==> src/hdl/mfb_pkg.sv <==
`timescale 1ns / 1ps
// shared types, constants and fixed-point helpers of the perceptron engine
package mfb_pkg;

	localparam int MAX_IN  = 64;
	localparam int MAX_HID = 64;
	localparam int MAX_OUT = 16;
	localparam int W_DEPTH = MAX_HID * (MAX_IN + 1) + MAX_OUT * (MAX_HID + 1);
	localparam int VB      = 24;
	localparam int SIG_N   = 256;

	localparam int IN_AW  = $clog2(MAX_IN);
	localparam int HID_AW = $clog2(MAX_HID);
	localparam int OUT_AW = $clog2(MAX_OUT);
	localparam int W_AW   = $clog2(W_DEPTH);
	localparam int SIG_AW = $clog2(SIG_N);
	localparam int CNT_W  = $clog2(MAX_HID + 1);
	localparam int NO_W   = $clog2(MAX_OUT + 1);
	localparam int IDX_W  = 13;
	localparam int ACT_W  = 17;
	localparam int RATE_W = 17;
	localparam int MUL_W  = 25;
	localparam int PROD_W = 2 * MUL_W;
	localparam int RND_W  = PROD_W - 16;
	localparam int ACC_W  = 40;
	localparam int SAT_W  = 41;
	localparam int ONE_Q16   = 65536;
	localparam int EIGHT_Q16 = 524288;
	localparam int SIG_SH    = 20 - SIG_AW;

	localparam logic [2:0] CFG_N_INPUTS   = 3'd0;
	localparam logic [2:0] CFG_N_HIDDEN   = 3'd1;
	localparam logic [2:0] CFG_N_OUTPUTS  = 3'd2;
	localparam logic [2:0] CFG_RATE       = 3'd3;
	localparam logic [2:0] CFG_HIDDEN_BIAS = 3'd4;
	localparam logic [2:0] CFG_OUTPUT_BIAS = 3'd5;

	localparam logic [1:0] FUNC_LOAD   = 2'd0;
	localparam logic [1:0] FUNC_INPUT  = 2'd1;
	localparam logic [1:0] FUNC_TARGET = 2'd2;
	localparam logic [1:0] FUNC_NOP    = 2'd3;

	typedef struct packed {
		logic [1:0]          func;
		logic [IDX_W-1:0]    index;
		logic signed [VB-1:0] value;
		logic                last;
	} item_t;

	typedef struct packed {
		logic [3:0]       out_index;
		logic [ACT_W-1:0] out_value;
		logic             out_last;
	} result_t;

	typedef struct packed {
		logic [CNT_W-1:0]     ni;
		logic [CNT_W-1:0]     nh;
		logic [NO_W-1:0]      no;
		logic [RATE_W-1:0]    rate;
		logic signed [VB-1:0] hbias;
		logic signed [VB-1:0] obias;
	} cfg_t;

	typedef enum logic [2:0] {
		MUL_W_ACT, MUL_DO_W, MUL_H_1MH, MUL_DER_SUM, MUL_RATE_HD, MUL_RATE_DO, MUL_SD_ACT
	} mul_sel_t;

	typedef enum logic [1:0] {ACT_IN, ACT_H, ACT_HB, ACT_OB} act_sel_t;

	typedef struct packed {
		logic              accept;
		logic              acc_clr;
		logic              acc_add;
		logic              sum_ld;
		logic              deriv_ld;
		logic              sd_ld;
		logic              mul_en;
		mul_sel_t          mul_sel;
		act_sel_t          act_sel;
		logic              w_we;
		logic              w_upd;
		logic [W_AW-1:0]   w_addr;
		logic              in_we;
		logic [IN_AW-1:0]  in_addr;
		logic              h_we;
		logic [HID_AW-1:0] h_addr;
		logic              o_we;
		logic [OUT_AW-1:0] o_addr;
		logic              out_last;
		logic              do_we;
		logic [OUT_AW-1:0] do_addr;
		logic              hd_we;
		logic [HID_AW-1:0] hd_addr;
	} cmd_t;

	typedef logic [ACT_W-1:0] sig_rom_t [SIG_N];

	// round half up, drop 16 fraction bits
	function automatic logic signed [RND_W-1:0] rnd16(logic signed [PROD_W-1:0] p);
		logic signed [PROD_W-1:0] t;
		t = p + PROD_W'(32768);
		return t[PROD_W-1:16];
	endfunction

	function automatic logic signed [VB-1:0] sat_v(logic signed [SAT_W-1:0] v);
		logic signed [SAT_W-1:0] hi;
		logic signed [SAT_W-1:0] lo;
		hi = SAT_W'((64'sd1 <<< (VB - 1)) - 64'sd1);
		lo = -hi - SAT_W'(1);
		if (v > hi)
			return hi[VB-1:0];
		else if (v < lo)
			return lo[VB-1:0];
		else
			return v[VB-1:0];
	endfunction

	// table entry at the bin centre, exp by series of t/16 then four squarings
	function automatic logic [ACT_W-1:0] sig_entry(int k);
		longint     c;
		logic [63:0] t, f, term, e, den, num, q, rem;
		logic       neg;
		c = (longint'(2 * k + 1) * EIGHT_Q16) / SIG_N - EIGHT_Q16;
		neg = (c < 0);
		t = neg ? 64'(-c) : 64'(c);
		f = t << 10;
		term = 64'd1 << 30;
		e = 64'd1 << 30;
		term = ((term * f) >> 30) / 64'd1;  e = e - term;
		term = ((term * f) >> 30) / 64'd2;  e = e + term;
		term = ((term * f) >> 30) / 64'd3;  e = e - term;
		term = ((term * f) >> 30) / 64'd4;  e = e + term;
		term = ((term * f) >> 30) / 64'd5;  e = e - term;
		term = ((term * f) >> 30) / 64'd6;  e = e + term;
		term = ((term * f) >> 30) / 64'd7;  e = e - term;
		term = ((term * f) >> 30) / 64'd8;  e = e + term;
		term = ((term * f) >> 30) / 64'd9;  e = e - term;
		term = ((term * f) >> 30) / 64'd10; e = e + term;
		term = ((term * f) >> 30) / 64'd11; e = e - term;
		term = ((term * f) >> 30) / 64'd12; e = e + term;
		for (int s = 0; s < 4; s++)
			e = (e * e + (64'd1 << 29)) >> 30;
		den = (64'd1 << 30) + e;
		num = (64'd1 << 46) + (den >> 1);
		q = '0;
		rem = '0;
		for (int b = 47; b >= 0; b--) begin
			rem = {rem[62:0], num[b]};
			if (rem >= den) begin
				rem = rem - den;
				q[b] = 1'b1;
			end
		end
		return neg ? ACT_W'(64'd65536 - q) : q[ACT_W-1:0];
	endfunction

	function automatic sig_rom_t build_sig_rom();
		sig_rom_t r;
		for (int k = 0; k < SIG_N; k++)
			r[k] = sig_entry(k);
		return r;
	endfunction

	localparam sig_rom_t SIG_ROM = build_sig_rom();

endpackage

==> src/hdl/mfb_cfg.sv <==
`timescale 1ns / 1ps
// configuration registers and their effective values
module mfb_cfg (
	input  logic               clk,
	input  logic               arst_n,
	input  logic               cfg_valid,
	output logic               cfg_ready,
	input  logic [2:0]         cfg_index,
	input  logic [23:0]        cfg_data,
	output mfb_pkg::cfg_t      cfg
);
	import mfb_pkg::*;

	logic [6:0]           n_inputs_q, n_hidden_q;
	logic [4:0]           n_outputs_q;
	logic [16:0]          rate_q;
	logic signed [VB-1:0] hbias_q, obias_q;

	assign cfg_ready = 1'b1;

	always_ff @(posedge clk or negedge arst_n) begin
		if (!arst_n) begin
			n_inputs_q  <= 7'd2;
			n_hidden_q  <= 7'd2;
			n_outputs_q <= 5'd1;
			rate_q      <= 17'd6554;
			hbias_q     <= VB'(65536);
			obias_q     <= VB'(65536);
		end else if (cfg_valid && cfg_ready) begin
			unique case (cfg_index)
				CFG_N_INPUTS:    n_inputs_q  <= cfg_data[6:0];
				CFG_N_HIDDEN:    n_hidden_q  <= cfg_data[6:0];
				CFG_N_OUTPUTS:   n_outputs_q <= cfg_data[4:0];
				CFG_RATE:        rate_q      <= cfg_data[16:0];
				CFG_HIDDEN_BIAS: hbias_q     <= cfg_data[VB-1:0];
				CFG_OUTPUT_BIAS: obias_q     <= cfg_data[VB-1:0];
				default: ;
			endcase
		end
	end

	// zero acts as one, oversize clamps to the maximum
	always_comb begin
		cfg.ni = (n_inputs_q == '0) ? CNT_W'(1) :
			(n_inputs_q > 7'(MAX_IN)) ? CNT_W'(MAX_IN) : CNT_W'(n_inputs_q);
		cfg.nh = (n_hidden_q == '0) ? CNT_W'(1) :
			(n_hidden_q > 7'(MAX_HID)) ? CNT_W'(MAX_HID) : CNT_W'(n_hidden_q);
		cfg.no = (n_outputs_q == '0) ? NO_W'(1) :
			(n_outputs_q > 5'(MAX_OUT)) ? NO_W'(MAX_OUT) : NO_W'(n_outputs_q);
		cfg.rate  = (rate_q > 17'(ONE_Q16)) ? RATE_W'(ONE_Q16) : rate_q;
		cfg.hbias = hbias_q;
		cfg.obias = obias_q;
	end

endmodule

==> config.mk <==
export PLATFORM = sky130hd
export DESIGN_NAME = mfb_cfg
export DESIGN_NICKNAME = d
export VERILOG_FILES = /design/src/hdl/mfb_pkg.sv /design/src/hdl/mfb_cfg.sv
export SDC_FILE = /design/constraint.sdc
export NUM_CORES = 1
export LEC_CHECK = 0
export BUFFER_PORTS_ARGS = -buffer_cell sky130_fd_sc_hd__buf_2
export CORE_UTILIZATION = 54
export CTS_CLUSTER_SIZE = 14
export DETAILED_ROUTE_END_ITERATION = 10
export PLACE_DENSITY = 0.84
export REMOVE_ABC_BUFFERS = 1
export SLEW_MARGIN = 20
export SYNTH_ARGS = -nofsm -noshare
export SYNTH_HDL_FRONTEND = slang
export SYNTH_SLANG_ARGS = --single-unit
==> constraint.sdc <==
create_clock -name clk -period 3.4 [get_ports clk]
set_clock_uncertainty 0.1 [all_clocks]
set_input_delay 0.68 -clock clk [delete_from_list [all_inputs] [get_ports clk]]
set_output_delay 0.68 -clock clk [all_outputs]
set_load 0.01 [all_outputs]
==> impl_metrics.tcl <==
set metrics [dict create \
    critPathKind "register to output pin" \
    via_per_inst 5.242 \
    globalplace.congestion 0.7421 \
    post_drt_wl_per_cell_um 16.09 \
    multi_input_area_mm2 0.001325 \
    clk_pin_slew_worst_paths_ps 80 \
    grt_start_max_net_pins 85 \
    yosys.area_share.simple_pct 10.09 \
    core_area_mm2 0.006350 \
    fp-row-count 29 \
    syn_area_per_cell_um2 15.04 \
    global_route.overflow_total 0 \
    area_growth_pct 23.22 \
    drv_cap 0 \
    worst_slew_pin_slew_ps 803.3 \
    max_freq_mhz 357.4 \
    crit_chain "nor4_1, a41oi_1, and2b_1, buf_2" \
    cts_setup_buffers 0 \
    drc 0 \
    vias 2254 \
    cp_max_fo 10 \
    cts.htree.levels 3 \
    cts_buffers 9 \
    setup_viol 0 \
    wl_um 6920 \
    clockRootBuffer "clkbuf_8" \
    hold_buffers 0 \
    die_area_mm2 0.006873 \
    ant_nets 0 \
    register_area_mm2 0.002117 \
    nNetsFinal 378 \
    antenna_found_initial 0 \
    final.min_clock_period_ps 2798 \
    run_status "complete, no violations" \
    p_leak_nw 2.092 \
    cts.sinks 84 \
    startpoint_type "register" \
    synthXorXnorAreaFrac_pct 0 \
    synthAdderAreaFrac_pct 0 \
    end_kind "output pin" \
    ys.warnings.count 0 \
    ys_ff_latch 84 \
    grt_pass1_vias 2282 \
    p_per_area_mw_per_mm2 661.8 \
    drive_gt1_share_pct 65.44 \
    die_w_um 82.91 \
    arrival_ps 2020 \
    cp.required_ps 2620 \
    synthDistinctLibCells 23 \
    place_hpwl_um 4878 \
    cts_tree "yes" \
    hold_violations 0 \
    max_stage_delay_ps 690 \
    fillers 453 \
    final_max_slew_viol_count 0 \
    drtPass1Iterations 4 \
    crit_path_start "rate_q[1]" \
    synth_top_family_by_area "multiplexers" \
    syn_area_mm2 0.003535 \
    ctsResizeCount 0 \
    tns_ps 0 \
    initial_core_util_pct 55.67 \
    grt_pass1_wl_um 11530 \
    syn_inst 235 \
    reg2reg_from "rate_q[16]" \
    drt_iter0_markers 105 \
    rsz0062_at_grt "no" \
    grtUsageTotal_pct 21.50 \
    cpMaxStageDelayCell "a41oi_1" \
    io_pins 115 \
    cts_buffer_depth 2 \
    antenna_cells 0 \
    clkLatencyLatePin_ps 350 \
    io_buffers 113 \
    min_path_type "primary input to asynchronous set/reset pin" \
    finalCritPeriodShare_pct 82.29 \
    slew_headroom_pct 45.74 \
    ir_drop_mv 0.3676 \
    synth.area.mux_share_pct 26.76 \
    yosysSeqAreaShare_pct 59.89 \
    synth_compound_area_share_pct 0.5310 \
    die_y_um 82.91 \
    utilization_pct 68.59 \
]
## state kept, by name (all words and copies together), names as in the netlist
| name | cells |
|---|---|
| hbias_q | 24 |
| rate_q | 17 |
| obias_q | 24 |
| n_inputs_q | 7 |
| n_outputs_q | 5 |
| n_hidden_q | 7 |
## Yosys cell counts, drive strengths merged
library cell / number / area share (%)
a21oi: 2 / 0.28
a41oi: 1 / 0.25
and2b: 2 / 0.42
and4bb: 2 / 0.71
buf: 9 / 2.1
clkbuf: 4 / 0.42
conb: 1 / 0.11
dfrtp: 72 / 51
dfstp: 12 / 8.9
inv: 1 / 0.11
mux2: 84 / 27
nand2: 1 / 0.18
nand4b: 2 / 1.1
nor2: 6 / 0.64
nor2b: 27 / 4.8
nor3: 4 / 0.88
nor4: 4 / 0.71
nor4b: 1 / 0.67
## per-layer routing
metal | share of wire, % | GRT usage [%] | wire length [um] | up-vias
met1 | 46 | 29.45 | 3155 | 1118
met2 | 47 | 33.23 | 3245 | 77
met5 | 0 | 0 | 0 | -
met4 | 1.9 | 8.621 | 131 | 0
met3 | 5.6 | 5.268 | 388 | 12
li1 | - | - | - | 1047
## layout make-up
class	instances	share of cell area (%)
flip-flops and latches	84	48.61
multi-input cells	137	30.42
repair buffers	115	13.47
clock buffers	11	3.246
well taps	77	2.212
clock inverters	5	1.953
inverters	1	0.08618
## metrics by stage
stage / cell area, um2 / setup WS [ps] / hold WS, ps / instances / power, W
floorplan: 3446 / 1292 / 284.4 / 222 / 0.001778
global placement: 4125 / 1033 / 365.3 / 414 / 0.002091
detailed placement: 4125 / 994.1 / 377.4 / 414 / 0.002123
CTS: 4352 / 610.5 / 397.6 / 430 / 0.002908
global route: 4355 / 390.1 / 322.1 / 430 / 0.003028
finish: 4355 / 602.1 / 276.2 / 430 / 0.002882
## logic make-up after synthesis
kind of cell | count (synthesis)
flip-flops | 84
buffers and inverters | 14
multiplexers | 84
other | 1
AND/OR/NAND/NOR | 49
AO/OA/AOI/OAI | 3
## power breakdown
group	switching, W	internal [W]	leakage, nW	total [W]
logic	0.000336	0.000377	0.992	0.000713
clock network	0.000350	0.000437	0.110	0.000786
registers	0.000141	0.00124	0.990	0.00138
## final timing paths
path,end,depth (start not counted),slack [ps]
max reg2reg,rate_q[16],1,2410
min in group clk,hbias_q[10],1,390
min reg2reg,hbias_q[10],1,390
min,n_hidden_q[4],1,280
max,cfg[61],4,600
max in group asynchronous,rate_q[9],1,2430
## placed cells by master (no fill, tap or decap)
| master | n |
|---|---|
| bufinv_16 | 2 |
| dfstp_2 | 12 |
| nand4b_2 | 1 |
| and2b_1 | 2 |
| nand2_2 | 1 |
| inv_1 | 1 |
| clkinvlp_4 | 1 |
| a41oi_1 | 1 |
| nor3_4 | 1 |
| a21oi_1 | 2 |
| nor2_1 | 6 |
| buf_4 | 2 |
| clkbuf_1 | 1 |
| clkbuf_8 | 10 |
| mux2_2 | 82 |
| nor2b_1 | 27 |
| buf_2 | 112 |
| nand4b_4 | 1 |
| clkinv_4 | 2 |
| conb_1 | 1 |
| dfrtp_1 | 72 |
| nor3_1 | 3 |
| mux2_1 | 2 |
| nor4_1 | 4 |
| buf_6 | 1 |
| and4bb_2 | 2 |
| nor4b_4 | 1 |
## critical path: cells and delay by family (launching register included)
kind,cells,cell delay [ps]
compound gates,1,690
buf+inv,1,130
flops,1,540
simple gates,2,320
Note: power is estimated with default switching activity, not from simulation.
