`src/hdl/mfb_pkg.sv`:
```
`timescale 1ns / 1ps
// shared types, constants and fixed-point helpers of the perceptron engine
package mfb_pkg;

	localparam int MAX_IN  = 64;
	localparam int MAX_HID = 64;
	localparam int MAX_OUT = 16;
	localparam int W_DEPTH = MAX_HID * (MAX_IN + 1) + MAX_OUT * (MAX_HID + 1);
	localparam int VB      = 24;
	localparam int SIG_N   = 256;

	localparam int IN_AW  = $clog2(MAX_IN);
	localparam int HID_AW = $clog2(MAX_HID);
	localparam int OUT_AW = $clog2(MAX_OUT);
	localparam int W_AW   = $clog2(W_DEPTH);
	localparam int SIG_AW = $clog2(SIG_N);
	localparam int CNT_W  = $clog2(MAX_HID + 1);
	localparam int NO_W   = $clog2(MAX_OUT + 1);
	localparam int IDX_W  = 13;
	localparam int ACT_W  = 17;
	localparam int RATE_W = 17;
	localparam int MUL_W  = 25;
	localparam int PROD_W = 2 * MUL_W;
	localparam int RND_W  = PROD_W - 16;
	localparam int ACC_W  = 40;
	localparam int SAT_W  = 41;
	localparam int ONE_Q16   = 65536;
	localparam int EIGHT_Q16 = 524288;
	localparam int SIG_SH    = 20 - SIG_AW;

	localparam logic [2:0] CFG_N_INPUTS   = 3'd0;
	localparam logic [2:0] CFG_N_HIDDEN   = 3'd1;
	localparam logic [2:0] CFG_N_OUTPUTS  = 3'd2;
	localparam logic [2:0] CFG_RATE       = 3'd3;
	localparam logic [2:0] CFG_HIDDEN_BIAS = 3'd4;
	localparam logic [2:0] CFG_OUTPUT_BIAS = 3'd5;

	localparam logic [1:0] FUNC_LOAD   = 2'd0;
	localparam logic [1:0] FUNC_INPUT  = 2'd1;
	localparam logic [1:0] FUNC_TARGET = 2'd2;
	localparam logic [1:0] FUNC_NOP    = 2'd3;

	typedef struct packed {
		logic [1:0]          func;
		logic [IDX_W-1:0]    index;
		logic signed [VB-1:0] value;
		logic                last;
	} item_t;

	typedef struct packed {
		logic [3:0]       out_index;
		logic [ACT_W-1:0] out_value;
		logic             out_last;
	} result_t;

	typedef struct packed {
		logic [CNT_W-1:0]     ni;
		logic [CNT_W-1:0]     nh;
		logic [NO_W-1:0]      no;
		logic [RATE_W-1:0]    rate;
		logic signed [VB-1:0] hbias;
		logic signed [VB-1:0] obias;
	} cfg_t;

	typedef enum logic [2:0] {
		MUL_W_ACT, MUL_DO_W, MUL_H_1MH, MUL_DER_SUM, MUL_RATE_HD, MUL_RATE_DO, MUL_SD_ACT
	} mul_sel_t;

	typedef enum logic [1:0] {ACT_IN, ACT_H, ACT_HB, ACT_OB} act_sel_t;

	typedef struct packed {
		logic              accept;
		logic              acc_clr;
		logic              acc_add;
		logic              sum_ld;
		logic              deriv_ld;
		logic              sd_ld;
		logic              mul_en;
		mul_sel_t          mul_sel;
		act_sel_t          act_sel;
		logic              w_we;
		logic              w_upd;
		logic [W_AW-1:0]   w_addr;
		logic              in_we;
		logic [IN_AW-1:0]  in_addr;
		logic              h_we;
		logic [HID_AW-1:0] h_addr;
		logic              o_we;
		logic [OUT_AW-1:0] o_addr;
		logic              out_last;
		logic              do_we;
		logic [OUT_AW-1:0] do_addr;
		logic              hd_we;
		logic [HID_AW-1:0] hd_addr;
	} cmd_t;

	typedef logic [ACT_W-1:0] sig_rom_t [SIG_N];

	// round half up, drop 16 fraction bits
	function automatic logic signed [RND_W-1:0] rnd16(logic signed [PROD_W-1:0] p);
		logic signed [PROD_W-1:0] t;
		t = p + PROD_W'(32768);
		return t[PROD_W-1:16];
	endfunction

	function automatic logic signed [VB-1:0] sat_v(logic signed [SAT_W-1:0] v);
		logic signed [SAT_W-1:0] hi;
		logic signed [SAT_W-1:0] lo;
		hi = SAT_W'((64'sd1 <<< (VB - 1)) - 64'sd1);
		lo = -hi - SAT_W'(1);
		if (v > hi)
			return hi[VB-1:0];
		else if (v < lo)
			return lo[VB-1:0];
		else
			return v[VB-1:0];
	endfunction

	// table entry at the bin centre, exp by series of t/16 then four squarings
	function automatic logic [ACT_W-1:0] sig_entry(int k);
		longint     c;
		logic [63:0] t, f, term, e, den, num, q, rem;
		logic       neg;
		c = (longint'(2 * k + 1) * EIGHT_Q16) / SIG_N - EIGHT_Q16;
		neg = (c < 0);
		t = neg ? 64'(-c) : 64'(c);
		f = t << 10;
		term = 64'd1 << 30;
		e = 64'd1 << 30;
		term = ((term * f) >> 30) / 64'd1;  e = e - term;
		term = ((term * f) >> 30) / 64'd2;  e = e + term;
		term = ((term * f) >> 30) / 64'd3;  e = e - term;
		term = ((term * f) >> 30) / 64'd4;  e = e + term;
		term = ((term * f) >> 30) / 64'd5;  e = e - term;
		term = ((term * f) >> 30) / 64'd6;  e = e + term;
		term = ((term * f) >> 30) / 64'd7;  e = e - term;
		term = ((term * f) >> 30) / 64'd8;  e = e + term;
		term = ((term * f) >> 30) / 64'd9;  e = e - term;
		term = ((term * f) >> 30) / 64'd10; e = e + term;
		term = ((term * f) >> 30) / 64'd11; e = e - term;
		term = ((term * f) >> 30) / 64'd12; e = e + term;
		for (int s = 0; s < 4; s++)
			e = (e * e + (64'd1 << 29)) >> 30;
		den = (64'd1 << 30) + e;
		num = (64'd1 << 46) + (den >> 1);
		q = '0;
		rem = '0;
		for (int b = 47; b >= 0; b--) begin
			rem = {rem[62:0], num[b]};
			if (rem >= den) begin
				rem = rem - den;
				q[b] = 1'b1;
			end
		end
		return neg ? ACT_W'(64'd65536 - q) : q[ACT_W-1:0];
	endfunction

	function automatic sig_rom_t build_sig_rom();
		sig_rom_t r;
		for (int k = 0; k < SIG_N; k++)
			r[k] = sig_entry(k);
		return r;
	endfunction

	localparam sig_rom_t SIG_ROM = build_sig_rom();

endpackage

```
`src/hdl/mfb_ctrl.sv`:
```
`timescale 1ns / 1ps
// sequencer for item handling, forward pass and backpropagation
module mfb_ctrl (
	input  logic           clk,
	input  logic           arst_n,
	input  logic           start,
	input  mfb_pkg::item_t item,
	input  mfb_pkg::cfg_t  cfg,
	output logic           busy,
	output mfb_pkg::cmd_t  cmd
);
	import mfb_pkg::*;

	typedef enum logic [4:0] {
		S_IDLE, S_ITEM, S_TGT,
		S_F_RD, S_F_MUL, S_F_ACC, S_F_SIG,
		S_BH_RD, S_BH_MUL, S_BH_ACC, S_BD_1, S_BD_2, S_BD_3, S_BD_4,
		S_U_SD0, S_U_SD1, S_U_SD2, S_U_RD, S_U_MUL, S_U_WR
	} state_t;

	state_t           state_q;
	logic             layer_q, last_q;
	logic [1:0]       func_q;
	logic [IDX_W-1:0] idx_q;
	logic [CNT_W-1:0] outer_q, inner_q;
	logic [W_AW-1:0]  addr_q, ptr_q;

	logic [CNT_W-1:0] lim_in, lim_out_m1, nh_m1, no_m1;
	logic [W_AW-1:0]  obase, stride;
	act_sel_t         act_sel;

	assign nh_m1      = cfg.nh - CNT_W'(1);
	assign no_m1      = CNT_W'(cfg.no) - CNT_W'(1);
	assign lim_in     = layer_q ? cfg.nh : cfg.ni;
	assign lim_out_m1 = layer_q ? no_m1 : nh_m1;
	assign obase      = W_AW'(W_AW'(cfg.nh) * (W_AW'(cfg.ni) + W_AW'(1)));
	assign stride     = W_AW'(cfg.nh) + W_AW'(1);
	// the last element of every neuron is its bias
	assign act_sel    = (inner_q == lim_in) ? (layer_q ? ACT_OB : ACT_HB)
	                                        : (layer_q ? ACT_H : ACT_IN);
	assign busy       = (state_q != S_IDLE);

	always_comb begin
		cmd = '0;
		cmd.mul_sel = MUL_W_ACT;
		cmd.act_sel = act_sel;
		cmd.w_addr  = addr_q;
		cmd.in_addr = inner_q[IN_AW-1:0];
		cmd.h_addr  = inner_q[HID_AW-1:0];
		cmd.o_addr  = outer_q[OUT_AW-1:0];
		cmd.do_addr = outer_q[OUT_AW-1:0];
		cmd.hd_addr = outer_q[HID_AW-1:0];
		unique case (state_q)
			S_IDLE: cmd.accept = start;
			S_ITEM: begin
				cmd.acc_clr = 1'b1;
				cmd.w_addr  = idx_q[W_AW-1:0];
				cmd.in_addr = idx_q[IN_AW-1:0];
				cmd.o_addr  = idx_q[OUT_AW-1:0];
				cmd.do_addr = idx_q[OUT_AW-1:0];
				cmd.w_we    = (func_q == FUNC_LOAD) && (idx_q < IDX_W'(W_DEPTH));
				cmd.in_we   = (func_q == FUNC_INPUT) && (idx_q < IDX_W'(MAX_IN));
			end
			S_TGT: begin
				cmd.o_addr  = idx_q[OUT_AW-1:0];
				cmd.do_addr = idx_q[OUT_AW-1:0];
				cmd.do_we   = (idx_q < IDX_W'(MAX_OUT));
			end
			S_F_RD: ;
			S_F_MUL: cmd.mul_en = 1'b1;
			S_F_ACC: cmd.acc_add = 1'b1;
			S_F_SIG: begin
				cmd.acc_clr  = 1'b1;
				cmd.h_addr   = outer_q[HID_AW-1:0];
				cmd.h_we     = !layer_q;
				cmd.o_we     = layer_q;
				cmd.out_last = (outer_q == lim_out_m1);
			end
			S_BH_RD, S_BH_MUL, S_BH_ACC: begin
				cmd.w_addr  = ptr_q;
				cmd.do_addr = inner_q[OUT_AW-1:0];
				cmd.h_addr  = outer_q[HID_AW-1:0];
				cmd.mul_sel = MUL_DO_W;
				cmd.mul_en  = (state_q == S_BH_MUL);
				cmd.acc_add = (state_q == S_BH_ACC);
			end
			S_BD_1: begin
				cmd.h_addr  = outer_q[HID_AW-1:0];
				cmd.sum_ld  = 1'b1;
				cmd.mul_sel = MUL_H_1MH;
				cmd.mul_en  = 1'b1;
			end
			S_BD_2: begin
				cmd.h_addr   = outer_q[HID_AW-1:0];
				cmd.deriv_ld = 1'b1;
			end
			S_BD_3: begin
				cmd.mul_sel = MUL_DER_SUM;
				cmd.mul_en  = 1'b1;
			end
			S_BD_4: begin
				cmd.hd_we   = 1'b1;
				cmd.acc_clr = 1'b1;
			end
			S_U_SD0: ;
			S_U_SD1: begin
				cmd.mul_sel = layer_q ? MUL_RATE_DO : MUL_RATE_HD;
				cmd.mul_en  = 1'b1;
			end
			S_U_SD2: cmd.sd_ld = 1'b1;
			S_U_RD: ;
			S_U_MUL: begin
				cmd.mul_sel = MUL_SD_ACT;
				cmd.mul_en  = 1'b1;
			end
			S_U_WR: begin
				cmd.w_we  = 1'b1;
				cmd.w_upd = 1'b1;
			end
			default: ;
		endcase
	end

	always_ff @(posedge clk or negedge arst_n) begin
		if (!arst_n) begin
			state_q <= S_IDLE;
			layer_q <= 1'b0;
			last_q  <= 1'b0;
			func_q  <= FUNC_LOAD;
			idx_q   <= '0;
			outer_q <= '0;
			inner_q <= '0;
			addr_q  <= '0;
			ptr_q   <= '0;
		end else begin
			unique case (state_q)
				S_IDLE: if (start) begin
					func_q  <= item.func;
					idx_q   <= item.index;
					last_q  <= item.last;
					state_q <= S_ITEM;
				end
				S_ITEM: begin
					layer_q <= 1'b0;
					outer_q <= '0;
					inner_q <= '0;
					addr_q  <= '0;
					if (func_q == FUNC_INPUT)
						state_q <= last_q ? S_F_RD : S_IDLE;
					else if (func_q == FUNC_TARGET)
						state_q <= S_TGT;
					else
						state_q <= S_IDLE;
				end
				S_TGT: begin
					ptr_q   <= obase;
					state_q <= last_q ? S_BH_RD : S_IDLE;
				end
				S_F_RD:  state_q <= S_F_MUL;
				S_F_MUL: state_q <= S_F_ACC;
				S_F_ACC: begin
					addr_q <= addr_q + W_AW'(1);
					if (inner_q == lim_in) begin
						state_q <= S_F_SIG;
					end else begin
						inner_q <= inner_q + CNT_W'(1);
						state_q <= S_F_RD;
					end
				end
				S_F_SIG: begin
					inner_q <= '0;
					if (outer_q == lim_out_m1) begin
						outer_q <= '0;
						layer_q <= 1'b1;
						state_q <= layer_q ? S_IDLE : S_F_RD;
					end else begin
						outer_q <= outer_q + CNT_W'(1);
						state_q <= S_F_RD;
					end
				end
				S_BH_RD:  state_q <= S_BH_MUL;
				S_BH_MUL: state_q <= S_BH_ACC;
				S_BH_ACC: begin
					ptr_q <= ptr_q + stride;
					if (inner_q == no_m1) begin
						state_q <= S_BD_1;
					end else begin
						inner_q <= inner_q + CNT_W'(1);
						state_q <= S_BH_RD;
					end
				end
				S_BD_1: state_q <= S_BD_2;
				S_BD_2: state_q <= S_BD_3;
				S_BD_3: state_q <= S_BD_4;
				S_BD_4: begin
					inner_q <= '0;
					if (outer_q == nh_m1) begin
						outer_q <= '0;
						layer_q <= 1'b0;
						addr_q  <= '0;
						state_q <= S_U_SD0;
					end else begin
						outer_q <= outer_q + CNT_W'(1);
						ptr_q   <= obase + W_AW'(outer_q) + W_AW'(1);
						state_q <= S_BH_RD;
					end
				end
				S_U_SD0: state_q <= S_U_SD1;
				S_U_SD1: state_q <= S_U_SD2;
				S_U_SD2: begin
					inner_q <= '0;
					state_q <= S_U_RD;
				end
				S_U_RD:  state_q <= S_U_MUL;
				S_U_MUL: state_q <= S_U_WR;
				S_U_WR: begin
					addr_q <= addr_q + W_AW'(1);
					if (inner_q == lim_in) begin
						if (outer_q == lim_out_m1) begin
							outer_q <= '0;
							layer_q <= 1'b1;
							state_q <= layer_q ? S_IDLE : S_U_SD0;
						end else begin
							outer_q <= outer_q + CNT_W'(1);
							state_q <= S_U_SD0;
						end
					end else begin
						inner_q <= inner_q + CNT_W'(1);
						state_q <= S_U_RD;
					end
				end
				default: state_q <= S_IDLE;
			endcase
		end
	end

endmodule

```
`config.mk`:
```
export PLATFORM = sky130hd
export DESIGN_NAME = mfb_ctrl
export DESIGN_NICKNAME = d
export VERILOG_FILES = /design/src/hdl/mfb_pkg.sv /design/src/hdl/mfb_ctrl.sv
export SDC_FILE = /design/constraint.sdc
export NUM_CORES = 1
export LEC_CHECK = 0
export BUFFER_PORTS_ARGS = -buffer_cell sky130_fd_sc_hd__buf_2
export CAP_MARGIN = 20
export CORE_MARGIN = 2
export CORE_UTILIZATION = 40
export CTS_BUF_LIST = sky130_fd_sc_hd__clkbuf_4 sky130_fd_sc_hd__clkbuf_8
export CTS_CLUSTER_SIZE = 8
export DETAILED_ROUTE_END_ITERATION = 8
export PLACE_DENSITY = 0.68
export SLEW_MARGIN = 15
export SYNTH_ARGS = -nofsm -noshare
export SYNTH_HDL_FRONTEND = slang
export SYNTH_SLANG_ARGS = --single-unit
```
`constraint.sdc`:
```
create_clock -name clk -period 4.05 [get_ports clk]
set_clock_uncertainty 0.15 [all_clocks]
set_input_delay 0.405 -clock clk [delete_from_list [all_inputs] [get_ports clk]]
set_output_delay 0.405 -clock clk [all_outputs]
set_load 0.005 [all_outputs]
```
==> flow_metrics.tcl <==
set metrics [dict create \
    yosysUniqueCellTypes 72 \
    die_width_um 137 \
    clock_sinks 62 \
    avgSynthCellArea_um2 7.73 \
    yosysSeqAreaShare_pct 21.8 \
    synth-edff-count 0 \
    reg2reg_from "outer_q[0]" \
    nets 1298 \
    ys_ff_latch 62 \
    clockBufferDepth 2 \
    vias 7296 \
    worst_slack_ns -1.09 \
    status "finished, violations left" \
    top_layer "met4" \
    path_clk_slew_ns 0.10 \
    cp-startpoint "cfg[78]" \
    cellLeakagePower_nw 4.51 \
    track_usage_pct 24.6 \
    finalSetupViolCount 9 \
    hold_class "in -> async" \
    netlist.area_leader.share_pct 21.8 \
    cts_hold_buf 0 \
    finalPower_mw 5.86 \
    grt_pass1_wl_um 36400 \
    grt_max_degree 38 \
    synthesis.nets 1125 \
    fin_area_um2 9220 \
    drt-total-wl_um 22700 \
    avgRoutedWirePerCell_um 17.1 \
    rrSetupSlack_ns 0.63 \
    hold_viol 0 \
    syn_inst 922 \
    port_buffers 97 \
    yosysWarnings 0 \
    tns_ns -7.15 \
    met2WireLength_um 10800 \
    cts_htree_levels 3 \
    wl_met1_um 9930 \
    vias_per_cell 5.51 \
    cts-root-buf "clkbuf_8" \
    antennaDiodeCount 0 \
    gp_congestion 0.926 \
    maxCapViolCount 0 \
    ioPinCount 187 \
    fp.dieArea_um2 18900 \
    async_reset_ff_share_pct 100 \
    post-route-min-period_ns 5.14 \
    relSlewSlack_pct 40.7 \
    netlist_area_um2 7130 \
    final.period_utilization_pct 127 \
    worstSetupStartpointType "primary input" \
    rows 48 \
    antenna_found_initial 1 \
    cellPowerDensity_nw_per_um2 635 \
    route.met3.wl_um 1190 \
    grt_pass1_vias 7406 \
    worstReg2RegEnd "ptr_q[10]" \
    remaining_drc_errors 0 \
    reg2reg_depth 12 \
    synth_top_cell_by_area "dfrtp_1" \
    ant_nets 0 \
    drv_slew 0 \
    end_kind "flip-flop" \
    layout-drive-gt1-share_pct 28.0 \
    placed_area_um2 8640 \
    crit_end "ptr_q[10]" \
    drt_iter0_drc 581 \
    rsz0062_at_grt "yes" \
    dp_hpwl_um 17300 \
    max_freq_mhz 194 \
    netlist_top_cells_area "dfrtp_1 (22%), nand2_1 (9.5%), fa_1 (8.4%)" \
    clk_latency_ns 0.37 \
    cts_made_buffers 9 \
    setup.worst_path.class "in -> reg" \
    ir_drop_uv 377 \
    cts_tree "done" \
    required_ns 4.15 \
    firstDrtPassIters 5 \
    synth_flop_cell "dfrtp_1" \
    fin_util_pct 53.1 \
    cp_max_fo 4 \
    core_um2 17400 \
    die_y_um 137 \
    grt-ovfl-total 0 \
    tightest_slew_ns 0.890 \
    arrival_ns 5.25 \
    violations "negative setup slack" \
    synthToLayoutAreaGrowth_pct 29.3 \
    initial_core_util_pct 41.1 \
]
==> registers in the layout, indices dropped and copies added, names as in the netlist <==
| register | flops |
|---|---|
| addr_q | 13 |
| idx_q | 13 |
| ptr_q | 13 |
| inner_q | 7 |
| outer_q | 7 |
| state_q | 5 |
| func_q | 2 |
| last_q | 1 |
| layer_q | 1 |
==> layout make-up <==
cell class              instances  area, µm²
clock buffers                   9        124
multi-input cells             753       5580
clock inverters                 7       50.0
flip-flops and latches         62       1550
repair buffers                213       1430
inverters                      56        210
well taps                     225        282
fillers                      1623       8140
==> power by group <==
part / leakage [nW] / internal (mW) / switching (mW) / total (mW)
clock: 0.0869 / 0.224 / 0.294 / 0.517
combinational: 3.62 / 1.97 / 2.20 / 4.18
sequential: 0.804 / 0.813 / 0.353 / 1.17
==> stage by stage <==
| step | std cells | worst slack (ns) | hold slack (ns) |
|---|---|---|---|
| floorplan | 922 | -1.42 | -0.0406 |
| detailed placement | 1299 | -1.63 | 0.353 |
| global route | 1325 | -1.23 | 0.0730 |
| CTS | 1324 | -1.07 | 0.0246 |
| global placement | 1299 | -1.47 | 0.348 |
| finish | 1325 | -1.09 | 0.00487 |
==> layer usage <==
metal,GRT usage (%),vias up
li1,-,3486
met1,32.2,3519
met2,41.1,233
met3,3.75,58
met4,8.99,0
met5,0,-
==> logic make-up (layout without fill, tap and decap cells) <==
family | count (synthesis) | in the layout | share of synthesized area (%)
fa+ha+maj | 76 | 76 | 16.5
flops | 62 | 62 | 21.8
compound gates | 163 | 163 | 15.1
mux | 24 | 24 | 3.51
buf+inv | 107 | 285 | 6.41
xor+xnor | 74 | 74 | 9.30
simple gates | 416 | 416 | 27.4
==> how the worst min path moves through the flow <==
stage / startpoint / to / slack, ns / cells past startpoint
global placement: ptr_q[3] / ptr_q[3] / 0.35 / 2
floorplan: arst_n / addr_q[0] / -0.04 / 0
finish: arst_n / ptr_q[12] / 0.005 / 1
CTS: arst_n / ptr_q[12] / 0.02 / 1
detailed placement: ptr_q[3] / ptr_q[3] / 0.35 / 2
global route: arst_n / idx_q[7] / 0.07 / 1
==> synth_stat cells, drive strengths merged, types with 13 or more instances <==
library cell	n
a21oi	34
a22oi	13
and2	18
buf	18
clkbuf	33
dfrtp	62
fa	30
ha	46
inv	54
mux2i	16
nand2	181
nand2b	18
nand3	26
nor2	76
nor2b	23
nor3	21
o21ai	39
xnor2	38
xor2	35
==> cell usage in the layout, fill, tap and decap left out, types with 7 or more instances in the layout <==
cell	instances
nand2_1	180
buf_4	108
buf_2	92
nor2_1	72
dfrtp_1	62
inv_1	51
o21ai_0	35
ha_1	34
xor2_1	32
xnor2_1	31
a21oi_1	29
fa_1	29
nand3_1	24
nor2b_1	20
nor3_1	20
nand2b_1	17
and2_1	15
mux2i_1	15
a22oi_1	13
ha_4	12
buf_6	11
a21o_1	10
nand4_1	10
clkbuf_8	9
or3_1	8
mux2_2	8
and3_1	8
o22ai_1	7
nor4_1	7
==> critical path, stage by stage <==
cell and delay [ns]:
buf_8 0.09, nand3_4 0.07, or2_4 0.26, xnor2_4 0.15
and2_4 0.14, fa_1 0.50, inv_1 0.05, fa_1 0.47
inv_1 0.05, fa_1 0.47, inv_1 0.05, fa_1 0.49
inv_2 0.04, ha_4 0.21, a21o_1 0.20, a31oi_2 0.19
a21boi_2 0.09, or3_1 0.35, a31o_2 0.26, nor2b_4 0.12
or3_1 0.36, a32o_1 0.23
==> what timing repair did <==
item	in CTS	in global routing
pin swaps	24	29
gates resized for setup	36	29
setup endpoints to repair	9	10
setup buffers	10	5
Power figures use the tool's default switching activity.
